`src/hdl/savitzky_golay_slope_filter_top_defines.svh`:
```
// ----------------------------------------------------------------------------
// Assertion macros for the slope filter
// Concurrent checks clocked on clk_i; empty when SYNTHESIS is defined.
// ----------------------------------------------------------------------------
`ifndef SAVITZKY_GOLAY_SLOPE_FILTER_TOP_DEFINES_SVH
`define SAVITZKY_GOLAY_SLOPE_FILTER_TOP_DEFINES_SVH

`ifndef SYNTHESIS
// Check outside reset.
`define SGSF_ASSERT(lbl, prop) \
  lbl: assert property (@(posedge clk_i) disable iff (!rst_ni) prop) \
    else $error("%m: check failed");
// Check at every edge, reset included.
`define SGSF_ASSERT_ALWAYS(lbl, prop) \
  lbl: assert property (@(posedge clk_i) prop) \
    else $error("%m: check failed");
`else
`define SGSF_ASSERT(lbl, prop)
`define SGSF_ASSERT_ALWAYS(lbl, prop)
`endif

`endif

```
`src/hdl/sgsf_pkg.sv`:
```
// ----------------------------------------------------------------------------
// Slope filter package
// Widths, reciprocal constants and pending-result codes.
// ----------------------------------------------------------------------------
`default_nettype none

package sgsf_pkg;

  localparam int unsigned SampleW = 16;
  // 2*(a-d)+(b-c) of 16-bit samples fits 19 signed bits
  localparam int unsigned NumW    = 19;
  localparam int unsigned MagW    = NumW - 1;
  localparam int unsigned QuotW   = 15;
  localparam int unsigned WinDepth = 4;

  // floor(x / 10) == (x * Recip10) >> Recip10Shift for all x < 2**18
  localparam int unsigned Recip10Shift = 21;
  localparam int unsigned Recip10W     = 18;
  localparam logic [Recip10W-1:0] Recip10 = Recip10W'(209716);
  localparam logic [MagW-1:0]     RoundBias = MagW'(5);

  // Pending results of one accepted sample, issued lowest bit first
  localparam int unsigned PendW         = 3;
  localparam int unsigned PendSteady    = 0; // slope two samples back
  localparam int unsigned PendFlushNear = 1; // slope one sample back
  localparam int unsigned PendFlushLast = 2; // slope of the last sample

  typedef logic [PendW-1:0] pend_t;
  typedef logic signed [SampleW-1:0] sample_t;

endpackage

`default_nettype wire

```
`src/hdl/savitzky_golay_slope_filter_top.sv`:
```
// ----------------------------------------------------------------------------
// Five-point Savitzky-Golay negative slope filter
// Streams trace samples and emits (2*(x[i-2]-x[i+2]) + (x[i-1]-x[i+1]))/10,
// rounded half away from zero, with ends clamped to the first/last sample.
// ----------------------------------------------------------------------------
//  channel   dir  tdata (low bit up)   tlast
//  s_axis    in   sample[15:0]         is_final
//  m_axis    out  slope[15:0]          end_of_trace
//
//  Results pass through the issue, numerator and divide-by-10 stages.
//  A last sample owes up to three results, issued one per cycle while the
//  stages are not stalled, so it holds the input until its last result issues;
//  otherwise one sample per cycle while m_axis is not stalled.
//  Reset clears the window and all valid flags; no clearing pass.
//  m_axis_tready low stalls the stages back to s_axis_tready.
// ----------------------------------------------------------------------------
`default_nettype none

`include "savitzky_golay_slope_filter_top_defines.svh"

module savitzky_golay_slope_filter_top (
  input  wire logic        clk_i,
  input  wire logic        rst_ni,
  input  wire logic        s_axis_tvalid_i,
  output logic             s_axis_tready_o,
  input  wire logic [15:0] s_axis_tdata_i,  // [15:0] sample
  input  wire logic        s_axis_tlast_i,  // is_final
  output logic             m_axis_tvalid_o,
  input  wire logic        m_axis_tready_i,
  output logic [15:0]      m_axis_tdata_o,  // [15:0] slope
  output logic             m_axis_tlast_o   // end_of_trace
);

  // window state: win_q[0] newest
  sgsf_pkg::sample_t win_q [sgsf_pkg::WinDepth];
  logic [1:0]        seen_q;

  // issue stage: snapshot of the window at the accepted sample
  sgsf_pkg::sample_t it_w_q [sgsf_pkg::WinDepth];
  sgsf_pkg::sample_t it_s_q;
  sgsf_pkg::pend_t   pend_q, pend_d, pend_low;

  // numerator stage
  logic                             num_vld_q;
  logic signed [sgsf_pkg::NumW-1:0] num_q, num_d;
  logic                             num_last_q;

  // output stage
  logic        out_vld_q;
  logic [15:0] out_q, out_d;
  logic        out_last_q;

  logic              s_acc, out_rdy, num_rdy, issue, pend_single;
  sgsf_pkg::sample_t s_in;
  sgsf_pkg::sample_t ws [sgsf_pkg::WinDepth];
  sgsf_pkg::sample_t op_a, op_b, op_c, op_d;

  assign s_in    = sgsf_pkg::sample_t'(s_axis_tdata_i);
  assign out_rdy = !out_vld_q || m_axis_tready_i;
  assign num_rdy = !num_vld_q || out_rdy;
  assign issue   = (pend_q != '0) && num_rdy;

  assign pend_low    = pend_q & (~pend_q + sgsf_pkg::PendW'(1));
  assign pend_single = (pend_q & (pend_q - sgsf_pkg::PendW'(1))) == '0;

  assign s_axis_tready_o = (pend_q == '0) || (issue && pend_single);
  assign s_acc           = s_axis_tvalid_i && s_axis_tready_o;

  // first sample of a trace fills the whole window (clamps the start)
  always_comb begin
    for (int i = 0; i < sgsf_pkg::WinDepth; i++) begin
      ws[i] = (seen_q == 2'd0) ? s_in : win_q[i];
    end
  end

  always_ff @(posedge clk_i or negedge rst_ni) begin
    if (!rst_ni) begin
      for (int i = 0; i < sgsf_pkg::WinDepth; i++) begin
        win_q[i] <= '0;
      end
      seen_q <= '0;
    end else if (s_acc) begin
      if (s_axis_tlast_i) begin
        for (int i = 0; i < sgsf_pkg::WinDepth; i++) begin
          win_q[i] <= '0;
        end
        seen_q <= '0;
      end else begin
        win_q[0] <= s_in;
        for (int i = 1; i < sgsf_pkg::WinDepth; i++) begin
          win_q[i] <= ws[i-1];
        end
        if (seen_q != 2'd2) begin
          seen_q <= seen_q + 2'd1;
        end
      end
    end
  end

  // pending results of the accepted sample
  always_comb begin
    pend_d = issue ? (pend_q & ~pend_low) : pend_q;
    if (s_acc) begin
      pend_d[sgsf_pkg::PendSteady]    = (seen_q == 2'd2);
      pend_d[sgsf_pkg::PendFlushNear] = s_axis_tlast_i && (seen_q != 2'd0);
      pend_d[sgsf_pkg::PendFlushLast] = s_axis_tlast_i;
    end
  end

  always_ff @(posedge clk_i or negedge rst_ni) begin
    if (!rst_ni) begin
      pend_q <= '0;
    end else begin
      pend_q <= pend_d;
    end
  end

  always_ff @(posedge clk_i) begin
    if (s_acc) begin
      for (int i = 0; i < sgsf_pkg::WinDepth; i++) begin
        it_w_q[i] <= ws[i];
      end
      it_s_q <= s_in;
    end
  end

  // operands x[i-2], x[i-1], x[i+1], x[i+2] of the lowest pending result
  always_comb begin
    op_a = it_w_q[3];
    op_b = it_w_q[2];
    op_c = it_w_q[0];
    op_d = it_s_q;
    if (!pend_q[sgsf_pkg::PendSteady]) begin
      if (pend_q[sgsf_pkg::PendFlushNear]) begin
        op_a = it_w_q[2];
        op_b = it_w_q[1];
      end else begin
        op_a = it_w_q[1];
        op_b = it_w_q[0];
      end
      op_c = it_s_q;
    end
  end

  always_comb begin
    num_d = (sgsf_pkg::NumW'(op_a) - sgsf_pkg::NumW'(op_d)) * sgsf_pkg::NumW'(2)
          + (sgsf_pkg::NumW'(op_b) - sgsf_pkg::NumW'(op_c));
  end

  always_ff @(posedge clk_i or negedge rst_ni) begin
    if (!rst_ni) begin
      num_vld_q <= 1'b0;
    end else if (num_rdy) begin
      num_vld_q <= issue;
    end
  end

  always_ff @(posedge clk_i) begin
    if (issue) begin
      num_q      <= num_d;
      num_last_q <= pend_low[sgsf_pkg::PendFlushLast];
    end
  end

  // round half away from zero: sign * floor((|num| + 5) / 10)
  logic [sgsf_pkg::NumW-1:0]                     num_abs;
  logic [sgsf_pkg::MagW-1:0]                     biased;
  logic [sgsf_pkg::MagW+sgsf_pkg::Recip10W-1:0]  prod;
  logic [sgsf_pkg::QuotW-1:0]                    quot;

  always_comb begin
    num_abs = num_q[sgsf_pkg::NumW-1] ? (~num_q + sgsf_pkg::NumW'(1)) : num_q;
    biased  = num_abs[sgsf_pkg::MagW-1:0] + sgsf_pkg::RoundBias;
    prod    = (sgsf_pkg::MagW+sgsf_pkg::Recip10W)'(biased)
            * (sgsf_pkg::MagW+sgsf_pkg::Recip10W)'(sgsf_pkg::Recip10);
    quot    = prod[sgsf_pkg::Recip10Shift +: sgsf_pkg::QuotW];
    out_d   = num_q[sgsf_pkg::NumW-1] ? (16'd0 - 16'(quot)) : 16'(quot);
  end

  always_ff @(posedge clk_i or negedge rst_ni) begin
    if (!rst_ni) begin
      out_vld_q <= 1'b0;
    end else if (out_rdy) begin
      out_vld_q <= num_vld_q;
    end
  end

  always_ff @(posedge clk_i) begin
    if (out_rdy && num_vld_q) begin
      out_q      <= out_d;
      out_last_q <= num_last_q;
    end
  end

  assign m_axis_tvalid_o = out_vld_q;
  assign m_axis_tdata_o  = out_q;
  assign m_axis_tlast_o  = out_last_q;

  `SGSF_ASSERT(a_last_clears_window, s_acc && s_axis_tlast_i |=> seen_q == 2'd0)
  `SGSF_ASSERT(a_last_owes_flush, s_acc && s_axis_tlast_i |=> pend_q[sgsf_pkg::PendFlushLast])
  `SGSF_ASSERT(a_near_implies_last, pend_q[sgsf_pkg::PendFlushNear] |-> pend_q[sgsf_pkg::PendFlushLast])
  `SGSF_ASSERT(a_num_holds, num_vld_q && !out_rdy |=> num_vld_q && $stable(num_q))
  `SGSF_ASSERT_ALWAYS(a_reset_idle, !rst_ni |=> !m_axis_tvalid_o && pend_q == '0)

endmodule

`default_nettype wire

```
`config.mk`:
```
export PLATFORM = sky130hd
export DESIGN_NAME = savitzky_golay_slope_filter_top
export DESIGN_NICKNAME = d
export VERILOG_FILES = /design/src/hdl/sgsf_pkg.sv /design/src/hdl/savitzky_golay_slope_filter_top.sv
export VERILOG_INCLUDE_DIRS = /design/src /design/src/hdl
export SDC_FILE = /design/constraint.sdc
export NUM_CORES = 1
export LEC_CHECK = 0
export CAP_MARGIN = 20
export CORE_AREA = 2 2 184 186
export DETAILED_ROUTE_END_ITERATION = 12
export DIE_AREA = 0 0 186 188
export DONT_BUFFER_PORTS = 1
export GPL_TIMING_DRIVEN = 0
export SLEW_MARGIN = 5
export SYNTH_ARGS = -nofsm -noshare
export SYNTH_HDL_FRONTEND = slang
export SYNTH_SLANG_ARGS = --single-unit
```
`constraint.sdc`:
```
create_clock -name clk_i -period 14.1 [get_ports clk_i]
set_input_delay 0.705 -clock clk_i [delete_from_list [all_inputs] [get_ports clk_i]]
set_output_delay 0.705 -clock clk_i [all_outputs]
set_load 0.01 [all_outputs]
```
# Word level (Yosys, flattened, before mapping)
# Memory sizes are Yosys's and may differ from the RTL's.
# Cells that the tools add are included.
[word_totals] regBits=124 ramBits=64 inputBits=21 output_inout_bits=19 wordCells=69 mem_count=1
[classes] add_sub_neg=9 mul=1 eq_ne=2 muxes=18 bitwise=6 n_reduce_logical=18
[memory_table] name="it_w_q" words=4 width=16 rd=4 rd_clocked_by_memory_dff=0 write_ports=4 line="savitzky_golay_slope_filter_top.sv:39" source="sgsf_pkg::sample_t it_w_q [sgsf_pkg::WinDepth];"
[op_table] cell="$mux W16" n=9
[op_table] cell="$mux W64" n=1
[op_table] cell="$mul A18 B16 Y34 const B" n=1
[op_table] cell="$sub A16 B16 Y17" n=2
[op_table] cell="$add A18 B17 Y19" n=1
[op_table] cell="$add A18 B2 Y18 const B" n=1
[op_table] cell="$add A18 B3 Y18 const B" n=1
[op_table] cell="$mux W18" n=1
[op_table] cell="$not A18 Y18" n=1
[op_table] cell="$sub A1 B15 Y16 const A" n=1
[op_table] cell="$mux W15" n=1
[op_table] cell="$and A3 B3 Y3" n=3
[op_table] cell="$logic_not A3 Y1" n=2
[op_table] cell="$mux W3" n=2
[op_table] cell="$not A3 Y3" n=2
[op_table] cell="$reduce_bool A2 Y1" n=3
[op_table] cell="$logic_and A1 B1 Y1" n=5
[op_table] cell="$mux W2" n=2
[op_table] cell="$add A3 B1 Y3 const B" n=1
[op_table] cell="$logic_or A1 B1 Y1" n=3
[op_table] cell="$reduce_bool A3 Y1" n=1
[op_table] cell="$sub A3 B1 Y3 const B" n=1
[op_table] cell="$add A2 B1 Y2 const B" n=1
[op_table] cell="$eq A2 B2 Y1 const B" n=1
[op_table] cell="other kinds (5)" n=7

# Logic depth before layout (Yosys ltp)
# Gate-level depths: netlist of run 1.
[depth] depth_word=9 ltp_mapped=37 depth_no_buf=35

# Least setup slack after synthesis of run 1
# No wires, ideal clock.
[synth_path] path_kind="register -> register" startpoint="reg num_q[18] (netlist bit)" endpoint="reg out_q[15] (netlist: m_axis_tdata_o[15]), data pin" setup_ns=0.264 arrival_time_ns=8.567 t_required_ns=13.836 setup_slack_ns=5.269 stages_incl_launch_ff=32 n_path_buf=4 period_less_slack_ns=8.831 path_cell_list="edfxtp_1 -> buf_2 -> clkbuf_1 -> clkbuf_1 -> clkbuf_1 -> nand2_1 -> o21ai_0 -> ha_1 -> o21bai_1 -> a21o_1 -> or4b_4 -> or3_4 -> nor3_2 -> nor3b_4 -> xor2_1 -> ha_1 -> ha_1 -> inv_1 -> fa_1 -> inv_1 -> fa_1 -> fa_1 -> fa_1 -> ha_1 -> nand4_1 -> or2_2 -> o21ai_2 -> a2111oi_0 -> a21o_1 -> nor4_2 -> nand2_1 -> o41a_1"
[synth_between] elab_chain_len=4
[synth_rtl] item="from (decl)" line="savitzky_golay_slope_filter_top.sv:45" source="logic signed [sgsf_pkg::NumW-1:0] num_q, num_d;"
[synth_rtl] item="from (signal assigned)" line="savitzky_golay_slope_filter_top.sv:160" source="num_q <= num_d;"
[synth_rtl] item="$mux W18" line="savitzky_golay_slope_filter_top.sv:172" source="num_abs = num_q[sgsf_pkg::NumW-1] ? (~num_q + sgsf_pkg::NumW'(1)) : num_q;"
[synth_rtl] item="$add A18 B3 Y18" line="savitzky_golay_slope_filter_top.sv:173" source="biased = num_abs[sgsf_pkg::MagW-1:0] + sgsf_pkg::RoundBias;"
[synth_rtl] item="$mul A18 B16 Y34" line="savitzky_golay_slope_filter_top.sv:175" source="* (sgsf_pkg::MagW+sgsf_pkg::Recip10W)'(sgsf_pkg::Recip10);"
[synth_rtl] item="$sub A1 B15 Y16" line="savitzky_golay_slope_filter_top.sv:177" source="out_d = num_q[sgsf_pkg::NumW-1] ? (16'd0 - 16'(quot)) : 16'(quot);"
[synth_rtl] item="to (signal assigned)" line="savitzky_golay_slope_filter_top.sv:190" source="out_q <= out_d;"
[synth_rtl] item="to (decl)" line="savitzky_golay_slope_filter_top.sv:50" source="logic [15:0] out_q, out_d;"
# Parallel ways exist; a longest one is shown, timed or not.
# A chain may end at the register's enable or synchronous reset.

# Worst setup path in the final report of run 1
[layout_path] startpoint="reg num_q[18] (netlist bit)" endpoint="reg out_q[12] (netlist: m_axis_tdata_o[12]), data pin"
[layout_between] elab_chain_len=5
[layout_rtl] item="$mux W18" line="savitzky_golay_slope_filter_top.sv:172"
[layout_rtl] item="$add A18 B3 Y18" line="savitzky_golay_slope_filter_top.sv:173"
[layout_rtl] item="$mul A18 B16 Y34" line="savitzky_golay_slope_filter_top.sv:175"
[layout_rtl] item="$sub A1 B15 Y16" line="savitzky_golay_slope_filter_top.sv:177"
[layout_rtl] item="$mux W15 (*)" line="savitzky_golay_slope_filter_top.sv:177"
[layout_rtl] item="net out_d[12]" line="savitzky_golay_slope_filter_top.sv:50"
# Mark *: on every way through the listed nets, which the timed path passes. The rest lies on a longest branch.

==> out/results.ini, run 1 <==
[grt]
grt_pass1_wl_um=56300
grt_use_total=0.208
grt_max_degree=72
grt_pass1_vias=11000
grt_overflow=0
antenna_found_initial=0

[synth]
synthesis.area_um2=15900
yosysTopAreaCellShare=0.221
ys_types=78
synth-edff-count=117
synth_area_leaders=edfxtp_1 22%, ha_1 14%, fa_1 14%
yosys.area.top_type=edfxtp_1
ys_ff_latch=188
synthFlopType=edfxtp_1
synthCells=1576
synthArstFlopShare=0.378
synth_seq_area_share=0.332
ys.warnings.count=0
syn-num-nets=1887
synth.avg_cell_area_um2=10.1

[die]
io_pins=40
dieWidth_um=186
die_h_um=188
initial_core_util=0.481
rows=67
fp.coreArea_um2=33100
die-area_um2=35000

[route]
drt_iter0_markers=484
ant_nets=0
vias=10700
drt-total-wl_um=34400
wl_per_cell_um=16.7
drt_first_pass_iters=5
drc_errors=0
viasPerCell=5.20

[clock_tree]
worstSkewPairLatency_ns=0.46
cts_root_buffer=clkbuf_16
cts-buffers-inserted=17
cts_setup_buffers=0
clkSinkCount=188
clock_path_buffers=2
cts_tree=done
cts.clk_slew.worst_paths_ns=0.07
htreeDepth=4

[timing]
final.min_clock_period_ns=10.68
hold_viol_final=0
tightest_slew_ns=1.02
setup_viol=0
fmax_mhz=93.7
finalCritPeriodShare=0.757
fin_skew_ns=0.0153
relSlewSlack=0.318
rsz0062_at_grt=false
drv_slew=0
setup_tns_ns=0

[finish]
mostFrequentLayoutCells=268 x inv_1, 181 x ha_1, 134 x o21ai_0, 117 x edfxtp_1, 109 x fa_1
drive_gt1_frac=0.0795
fillers=3055
layout_commonest_cell=inv_1
diodes=0
fin_nets=1909
area_delta_synth_final_pct=7.86

[worst_setup_path]
arrival_ns=10.87
cp_max_fo=10
required_ns=14.30
critical_path_cell_count=32
critPathTopFamily=adder cells
cp_num_buf_inv=6
rr_worst_depth=32
slowest_delay_ns=0.70
criticalPathCategory=flip-flop to flip-flop
worstSetupEndpointType=flip-flop
critPathLaunchType=flip-flop
critPathSlowestCell=a2111oi_0

[job]
drv_cap=0

[place]
port-buffer-count=0
gp_congestion=0.911
hpwl_um=28900

[min_path]
hold_path_class=input port to asynchronous set/reset pin

[outcome]
status=finished clean

## what timing repair did
action	4_1_cts	5_1_grt
gates resized for setup	0	0
endpoints found under the setup margin	0	0
hold endpoints to repair	71	0
hold buffers	1	0
## worst register-to-register path: cells and delay by family (launching register included)
kind | cells | cell delay [ns]
fa+ha+maj | 8 | 3.26
compound gates | 9 | 2.29
simple gates | 7 | 2.05
buf+inv | 6 | 1.85
xor+xnor | 2 | 0.62
flops | 1 | 0.35
## logic make-up (layout without fill, tap and decap cells)
group | after synthesis | in the layout | share of synthesized area
xor gates and xnor gates | 94 | 94 | 0.0522
AOI/OAI and AO/OA | 331 | 331 | 0.138
DFF | 188 | 188 | 0.332
buffers and inverters | 329 | 364 | 0.0778
muxes | 48 | 48 | 0.0303
and+or+nand+nor | 294 | 294 | 0.0884
adders and majority gates | 292 | 292 | 0.281
## metal layers
| layer | track usage | vias to the layer above | share of wire |
|---|---|---|---|
| met3 | 0.0287 | 27 | 0.025 |
| met1 | 0.255 | 5154 | 0.44 |
| li1 | - | 5398 | - |
| met4 | 0.0500 | 0 | 0.015 |
| met5 | 0 | - | 0 |
| met2 | 0.383 | 138 | 0.52 |
## final cells by class
class	instances	area, um2	area share
clock buffers	19	433	0.0252
plain buffers	60	233	0.0136
repair buffers	3	70.1	0.00408
inverters	269	1010	0.0588
well taps	448	561	0.0327
clock inverters	13	181	0.0106
multi-input cells	1059	9390	0.547
flip-flops and latches	188	5290	0.308
## Yosys cell counts (all sizes together), types with 3 or more instances
| library cell | count |
|---|---|
| a211o | 3 |
| a211oi | 8 |
| a21boi | 5 |
| a21o | 21 |
| a21oi | 37 |
| a31o | 65 |
| a31oi | 3 |
| and2 | 8 |
| and3 | 6 |
| buf | 7 |
| clkbuf | 53 |
| dfrtp | 71 |
| edfxtp | 117 |
| fa | 109 |
| ha | 181 |
| inv | 268 |
| mux2i | 46 |
| nand2 | 84 |
| nand2b | 7 |
| nand3 | 16 |
| nand4 | 5 |
| nor2 | 105 |
| nor2b | 8 |
| nor3 | 21 |
| nor3b | 3 |
| nor4 | 3 |
| o21a | 4 |
| o21ai | 137 |
| o21bai | 5 |
| o31ai | 13 |
| o41ai | 3 |
| or2 | 5 |
| or3 | 12 |
| or4 | 5 |
| xnor2 | 58 |
| xor2 | 36 |
## path summary, 6_finish.rpt
kind                                    from            endpoint  slack (ns)
min                                   rst_ni           win_q[34]        0.13
max                                num_q[18]  m_axis_tdata_o[12]        3.42
min reg2reg                       num_last_q      m_axis_tlast_o        0.44
min in group clk_i         s_axis_tdata_i[7]           it_s_q[7]        0.34
max reg2reg                        num_q[18]  m_axis_tdata_o[12]        3.42
max in group asynchronous             rst_ni           win_q[15]       13.64
## per-stage QoR
step	area [um2]	setup slack (ns)	hold slack [ns]	utilization	std cells
2_1_floorplan	15900	5.27	0.400	-	1576
3_3_place_gp	16500	3.46	0.410	0.498	2024
3_5_place_dp	16500	3.35	0.413	0.499	2026
4_1_cts	17200	3.31	0.140	0.518	2059
5_1_grt	17200	2.71	0.143	0.518	2059
6_report	17200	3.42	0.125	0.518	2059
## state kept, by name, summed over array words and instances, names as in the netlist
signal / flops
seen_q: 2
num_vld_q: 1
win_q: 64
it_s_q: 16
num_last_q: 1
num_q: 19
m_axis_tdata_o: 16
pend_q: 3
m_axis_tvalid_o: 1
it_w_q: 64
m_axis_tlast_o: 1
Power of run 1 is not shown: default switching activity piles up to over one toggle a cycle in this logic, so the estimate is an artifact.
==> run 2, diff against run 1 <==
--- a/config.mk
+++ b/config.mk
@@ -12,6 +12,7 @@
 export DIE_AREA = 0 0 186 188
 export DONT_BUFFER_PORTS = 1
 export GPL_TIMING_DRIVEN = 0
+export PLACE_DENSITY = 0.66
 export SLEW_MARGIN = 5
 export SYNTH_ARGS = -nofsm -noshare
 export SYNTH_HDL_FRONTEND = slang
==> constraint.sdc (replaced) <==
create_clock -name clk_i -period 9.4 [get_ports clk_i]
set_input_delay 0.47 -clock clk_i [delete_from_list [all_inputs] [get_ports clk_i]]
set_output_delay 0.47 -clock clk_i [all_outputs]
set_load 0.01 [all_outputs]
==> out/results.ini, run 2 (synthesized netlist as in run 1, its figures left out) <==
[timing]
holdWs_ns=0.104  ; was 0.125 ns
relSlewSlack=0.430  ; was 0.318
finalCritPeriodShare=0.966  ; was 0.757
worst_slack_ns=0.322  ; was 3.42 ns
tightest_slew_ns=0.854  ; was 1.02 ns
hold_viol_final=0  ; unchanged
drv_slew=0  ; unchanged
final.min_clock_period_ns=9.08  ; was 10.68 ns
fin_skew_ns=0.0203  ; was 0.0153 ns
setup_viol=0  ; unchanged
fmax_mhz=110  ; was 93.7 MHz

[clock_tree]
clock_path_buffers=2  ; unchanged
cts_tree=done  ; unchanged
cts-buffers-inserted=17  ; unchanged
cts.clk_slew.worst_paths_ns=0.08  ; was 0.07 ns
worstSkewPairLatency_ns=0.46  ; about the same
htreeDepth=4  ; unchanged
clkSinkCount=188  ; unchanged
cts_root_buffer=clkbuf_16  ; unchanged

[worst_setup_path]
slowest_delay_ns=0.55  ; was 0.70 ns
criticalPathCategory=flip-flop to flip-flop  ; unchanged
arrival_ns=9.28  ; was 10.87 ns
required_ns=9.60  ; was 14.30 ns
critPathSlowestCell=or4b_4  ; was a2111oi_0
regToRegSetupSlack_ns=0.32  ; was 3.42 ns
critPathLaunchType=flip-flop  ; unchanged
worstSetupEndpointType=flip-flop  ; unchanged
cp_max_fo=10  ; unchanged

[route]
drt_iter0_markers=468  ; was 484
drt-total-wl_um=34600  ; was 34400 um
wl_per_cell_um=16.7  ; about the same
ant_nets=0  ; unchanged
drc_errors=0  ; unchanged
drt_first_pass_iters=5  ; unchanged
wl_met2_um=17900  ; was 18000 um
vias=11000  ; was 10700
wl_met1_um=15000  ; unchanged
viasPerCell=5.33  ; was 5.20
highest_layer=met4  ; unchanged
wl_met3_um=1150  ; was 845 um

[place]
place_ws_ns=-1.13  ; was 3.35 ns
gp_congestion=0.895  ; was 0.911
hpwl_um=28300  ; was 28900 um
port-buffer-count=0  ; unchanged

[finish]
diodes=0  ; unchanged
area_delta_synth_final_pct=9.70  ; was 7.86%
largest_registers=it_w_q x64, win_q x64, num_q x19  ; unchanged
drive_gt1_frac=0.103  ; was 0.0795
fin_nets=1917  ; was 1909
mostFrequentLayoutCells=266 x inv_1, 179 x ha_1, 131 x o21ai_0, 117 x edfxtp_1, 109 x fa_1  ; was 268 x inv_1, 181 x ha_1, 134 x o21ai_0, 117 x edfxtp_1, 109 x fa_1
layout_commonest_cell=inv_1  ; unchanged

[grt]
grt_max_degree=72  ; unchanged
antenna_found_initial=0  ; unchanged
grt_pass1_vias=10900  ; was 11000
grt_use_total=0.203  ; was 0.208
grt_overflow=0  ; unchanged
grt_pass1_wl_um=55500  ; was 56300 um

[die]
fp.coreArea_um2=33100  ; unchanged
dieWidth_um=186  ; unchanged
initial_core_util=0.481  ; unchanged
io_pins=40  ; unchanged
die_h_um=188  ; unchanged
die-area_um2=35000  ; unchanged
rows=67  ; unchanged

[min_path]
hold_path_class=input port to flip-flop  ; was input port to asynchronous set/reset pin

[outcome]
status=finished clean  ; unchanged

[job]
drv_cap=0  ; unchanged

-- run 2: cell types whose count changed in the layout (fill, tap and decap cells not counted), sizes merged --
cell	delta
inv	-1
clkinv	+3
buf	+8
bufinv	-1
dlygate4sd3	+1
clkinvlp	+1
clkbuf	-3
-- run 2: stage by stage --
stage,std cells,util,instance area (um2),setup TNS [ns]
floorplan,1576,-,15900,0
global placement,2024,0.498,16500,-12.25
detailed placement,2026,0.499,16500,-11.99
CTS,2061,0.521,17300,-0.00955
global route,2067,0.527,17500,-0.112
finish,2067,0.527,17500,0
-- run 2: timing repair --
action,in CTS,in global routing
endpoints found under the setup margin,15,10
hold endpoints to repair,71,0
cloned,0,0
hold buffers,2,0
resized for setup,16,33
pin swaps,1,4
buffers inserted,2,6
-- run 2: final cells by class --
class,count,area [um2]
Tap cell,448,561
Timing Repair Buffer,12,140
Clock buffer,17,425
Buffer,59,260
Sequential cell,188,5290
Fill cell,2997,15700
Inverter,269,1010
Clock inverter,15,183
Multi-Input combinational cell,1059,9590
-- run 2: metal layers --
| layer | track usage | up-vias |
|---|---|---|
| li1 | - | 5427 |
| met2 | 0.360 | 197 |
| met5 | 0 | - |
| met3 | 0.0293 | 32 |
| met1 | 0.259 | 5371 |
| met4 | 0.0542 | 0 |
-- run 2: worst paths after layout --
check / endpoint / from / cells past startpoint
worst max-delay path: m_axis_tdata_o[15] / num_q[18] / 31
min in group asynchronous: win_q[21] / rst_ni / 2
max in group asynchronous: num_vld_q / rst_ni / 2
worst min-delay path: it_s_q[7] / s_axis_tdata_i[7] / 0
worst max register to register: m_axis_tdata_o[15] / num_q[18] / 31
worst min register to register: m_axis_tlast_o / num_last_q / 0
-- run 2: worst max-delay path, delay by kind of cell (launching register included) --
| kind | cells | cell delay, ns |
|---|---|---|
| simple gates | 5 | 1.83 |
| compound gates | 10 | 2.11 |
| buf+inv | 7 | 0.98 |
| flops | 1 | 0.39 |
| fa+ha+maj | 8 | 3.27 |
| xor+xnor | 1 | 0.23 |
Power of run 2 is left out for the same reason.
==> run 3, diff against run 2 <==
--- a/config.mk
+++ b/config.mk
@@ -7,9 +7,9 @@
 export NUM_CORES = 1
 export LEC_CHECK = 0
 export CAP_MARGIN = 20
-export CORE_AREA = 2 2 184 186
+export CORE_AREA = 3 3 185 187
 export DETAILED_ROUTE_END_ITERATION = 12
-export DIE_AREA = 0 0 186 188
+export DIE_AREA = 0 0 188 190
 export DONT_BUFFER_PORTS = 1
 export GPL_TIMING_DRIVEN = 0
 export PLACE_DENSITY = 0.66
==> out/results.ini, run 3 (synthesized netlist as in run 1, its figures left out) <==
[outcome]
status=finished clean  ; unchanged

[finish]
drive_gt1_frac=0.108  ; was 0.103
mostFrequentLayoutCells=267 x inv_1, 176 x ha_1, 131 x o21ai_0, 117 x edfxtp_1, 109 x fa_1  ; was 266 x inv_1, 179 x ha_1, 131 x o21ai_0, 117 x edfxtp_1, 109 x fa_1
fin_nets=1922  ; was 1917
largest_registers=it_w_q x64, win_q x64, num_q x19  ; unchanged
fillers=2887  ; was 2997
layout_commonest_cell=inv_1  ; unchanged
diodes=0  ; unchanged
area_delta_synth_final_pct=10.3  ; was 9.70%

[worst_setup_path]
critPathSlowestCell=or4b_4  ; unchanged
worstSetupEndpointType=flip-flop  ; unchanged
criticalPathCategory=flip-flop to flip-flop  ; unchanged
critPathLaunchType=flip-flop  ; unchanged
crit_top_cell=fa_1
required_ns=9.58  ; was 9.60 ns
cp_max_fo=10  ; unchanged
arrival_ns=9.24  ; was 9.28 ns
slowest_delay_ns=0.55  ; about the same

[route]
drc_errors=0  ; unchanged
ant_nets=0  ; unchanged
viasPerCell=5.31  ; was 5.33
drt-total-wl_um=34800  ; was 34600 um
wl_per_cell_um=16.9  ; was 16.7 um
vias=11000  ; about the same
drt_iter0_markers=633  ; was 468
drt_first_pass_iters=5  ; unchanged

[clock_tree]
clock_path_buffers=2  ; unchanged
htreeDepth=4  ; unchanged
cts_tree=done  ; unchanged
cts.clk_slew.worst_paths_ns=0.08  ; about the same
cts_root_buffer=clkbuf_16  ; unchanged
cts-buffers-inserted=17  ; unchanged
clkSinkCount=188  ; unchanged
worstSkewPairLatency_ns=0.45  ; was 0.46 ns

[timing]
fin_skew_ns=0.0198  ; was 0.0203 ns
drv_slew=0  ; unchanged
setup_viol=0  ; unchanged
tightest_slew_ns=0.898  ; was 0.854 ns
final.min_clock_period_ns=9.05  ; was 9.08 ns
finalCritPeriodShare=0.963  ; was 0.966
fmax_mhz=110  ; about the same
relSlewSlack=0.397  ; was 0.430
worst_slack_ns=0.346  ; was 0.322 ns
hold_viol_final=0  ; unchanged

[grt]
grt_overflow=0  ; unchanged
grt_pass1_vias=11200  ; was 10900
grt_use_total=0.200  ; was 0.203
grt_max_degree=72  ; unchanged
antenna_found_initial=0  ; unchanged
grt_pass1_wl_um=56700  ; was 55500 um

[die]
initial_core_util=0.488  ; was 0.481
dieWidth_um=188  ; was 186 um
die-area_um2=35700  ; was 35000 um2
io_pins=40  ; unchanged
rows=66  ; was 67
fp.coreArea_um2=32600  ; was 33100 um2
die_h_um=190  ; was 188 um

[place]
place_ws_ns=-1.27  ; was -1.13 ns
port-buffer-count=0  ; unchanged
gp_congestion=0.911  ; was 0.895
hpwl_um=28400  ; was 28300 um

[min_path]
hold_path_class=input port to flip-flop  ; unchanged

[job]
drv_cap=0  ; unchanged

## run 3: metrics by stage
| step | cells | instance area, um2 | hold slack, ns | util | TNS, ns |
|---|---|---|---|---|---|
| 2_1_floorplan | 1576 | 15900 | 0.174 | - | 0 |
| 3_3_place_gp | 2018 | 16500 | 0.178 | 0.505 | -12.09 |
| 3_5_place_dp | 2020 | 16500 | 0.177 | 0.506 | -13.74 |
| 4_1_cts | 2055 | 17300 | 0.0973 | 0.530 | 0 |
| 5_1_grt | 2066 | 17500 | 0.0915 | 0.538 | -0.117 |
| 6_report | 2066 | 17500 | 0.113 | 0.538 | 0 |
## run 3: layer usage
layer / global-route usage / wire length [um]
met5: 0 / 0
met4: 0.0658 / 833
met3: 0.0238 / 1120
met2: 0.359 / 17900
met1: 0.251 / 14900
## run 3: cell type report
| class | count | area, um2 | share of cell area |
|---|---|---|---|
| Timing Repair Buffer | 17 | 178 | 0.0101 |
| Inverter | 269 | 1010 | 0.0577 |
| Clock inverter | 13 | 143 | 0.00813 |
| Clock buffer | 19 | 475 | 0.0271 |
| Multi-Input combinational cell | 1059 | 9640 | 0.549 |
| Sequential cell | 188 | 5290 | 0.301 |
| Tap cell | 442 | 553 | 0.0315 |
| Buffer | 59 | 260 | 0.0148 |
## run 3: final timing paths
kind	depth (start not counted)	start	to	slack, ns
max	33	num_q[18]	m_axis_tdata_o[7]	0.35
min	0	s_axis_tdata_i[7]	it_s_q[7]	0.11
max reg2reg	33	num_q[18]	m_axis_tdata_o[7]	0.35
min reg2reg	0	num_last_q	m_axis_tlast_o	0.43
max in group asynchronous	2	rst_ni	num_vld_q	8.50
min in group asynchronous	2	rst_ni	win_q[38]	0.55
## run 3: critical path, delay by kind of cell (launching register included)
kind / cells / cell delay [ns]
XOR/XNOR: 2 / 0.32
AO/OA/AOI/OAI: 10 / 1.84
flip-flops: 1 / 0.41
adder cells (fa/ha/maj): 8 / 3.02
buffers and inverters: 8 / 1.17
AND/OR/NAND/NOR: 5 / 2.01
## run 3: repair_timing
action                                  in CTS  in global routing
setup buffers                                1                 12
pin swaps                                    3                  7
hold endpoints to repair                    71                  0
resized for setup                           20                 36
endpoints found under the setup margin      15                 12
hold buffers                                 2                  0
Power of run 3 is left out for the same reason.
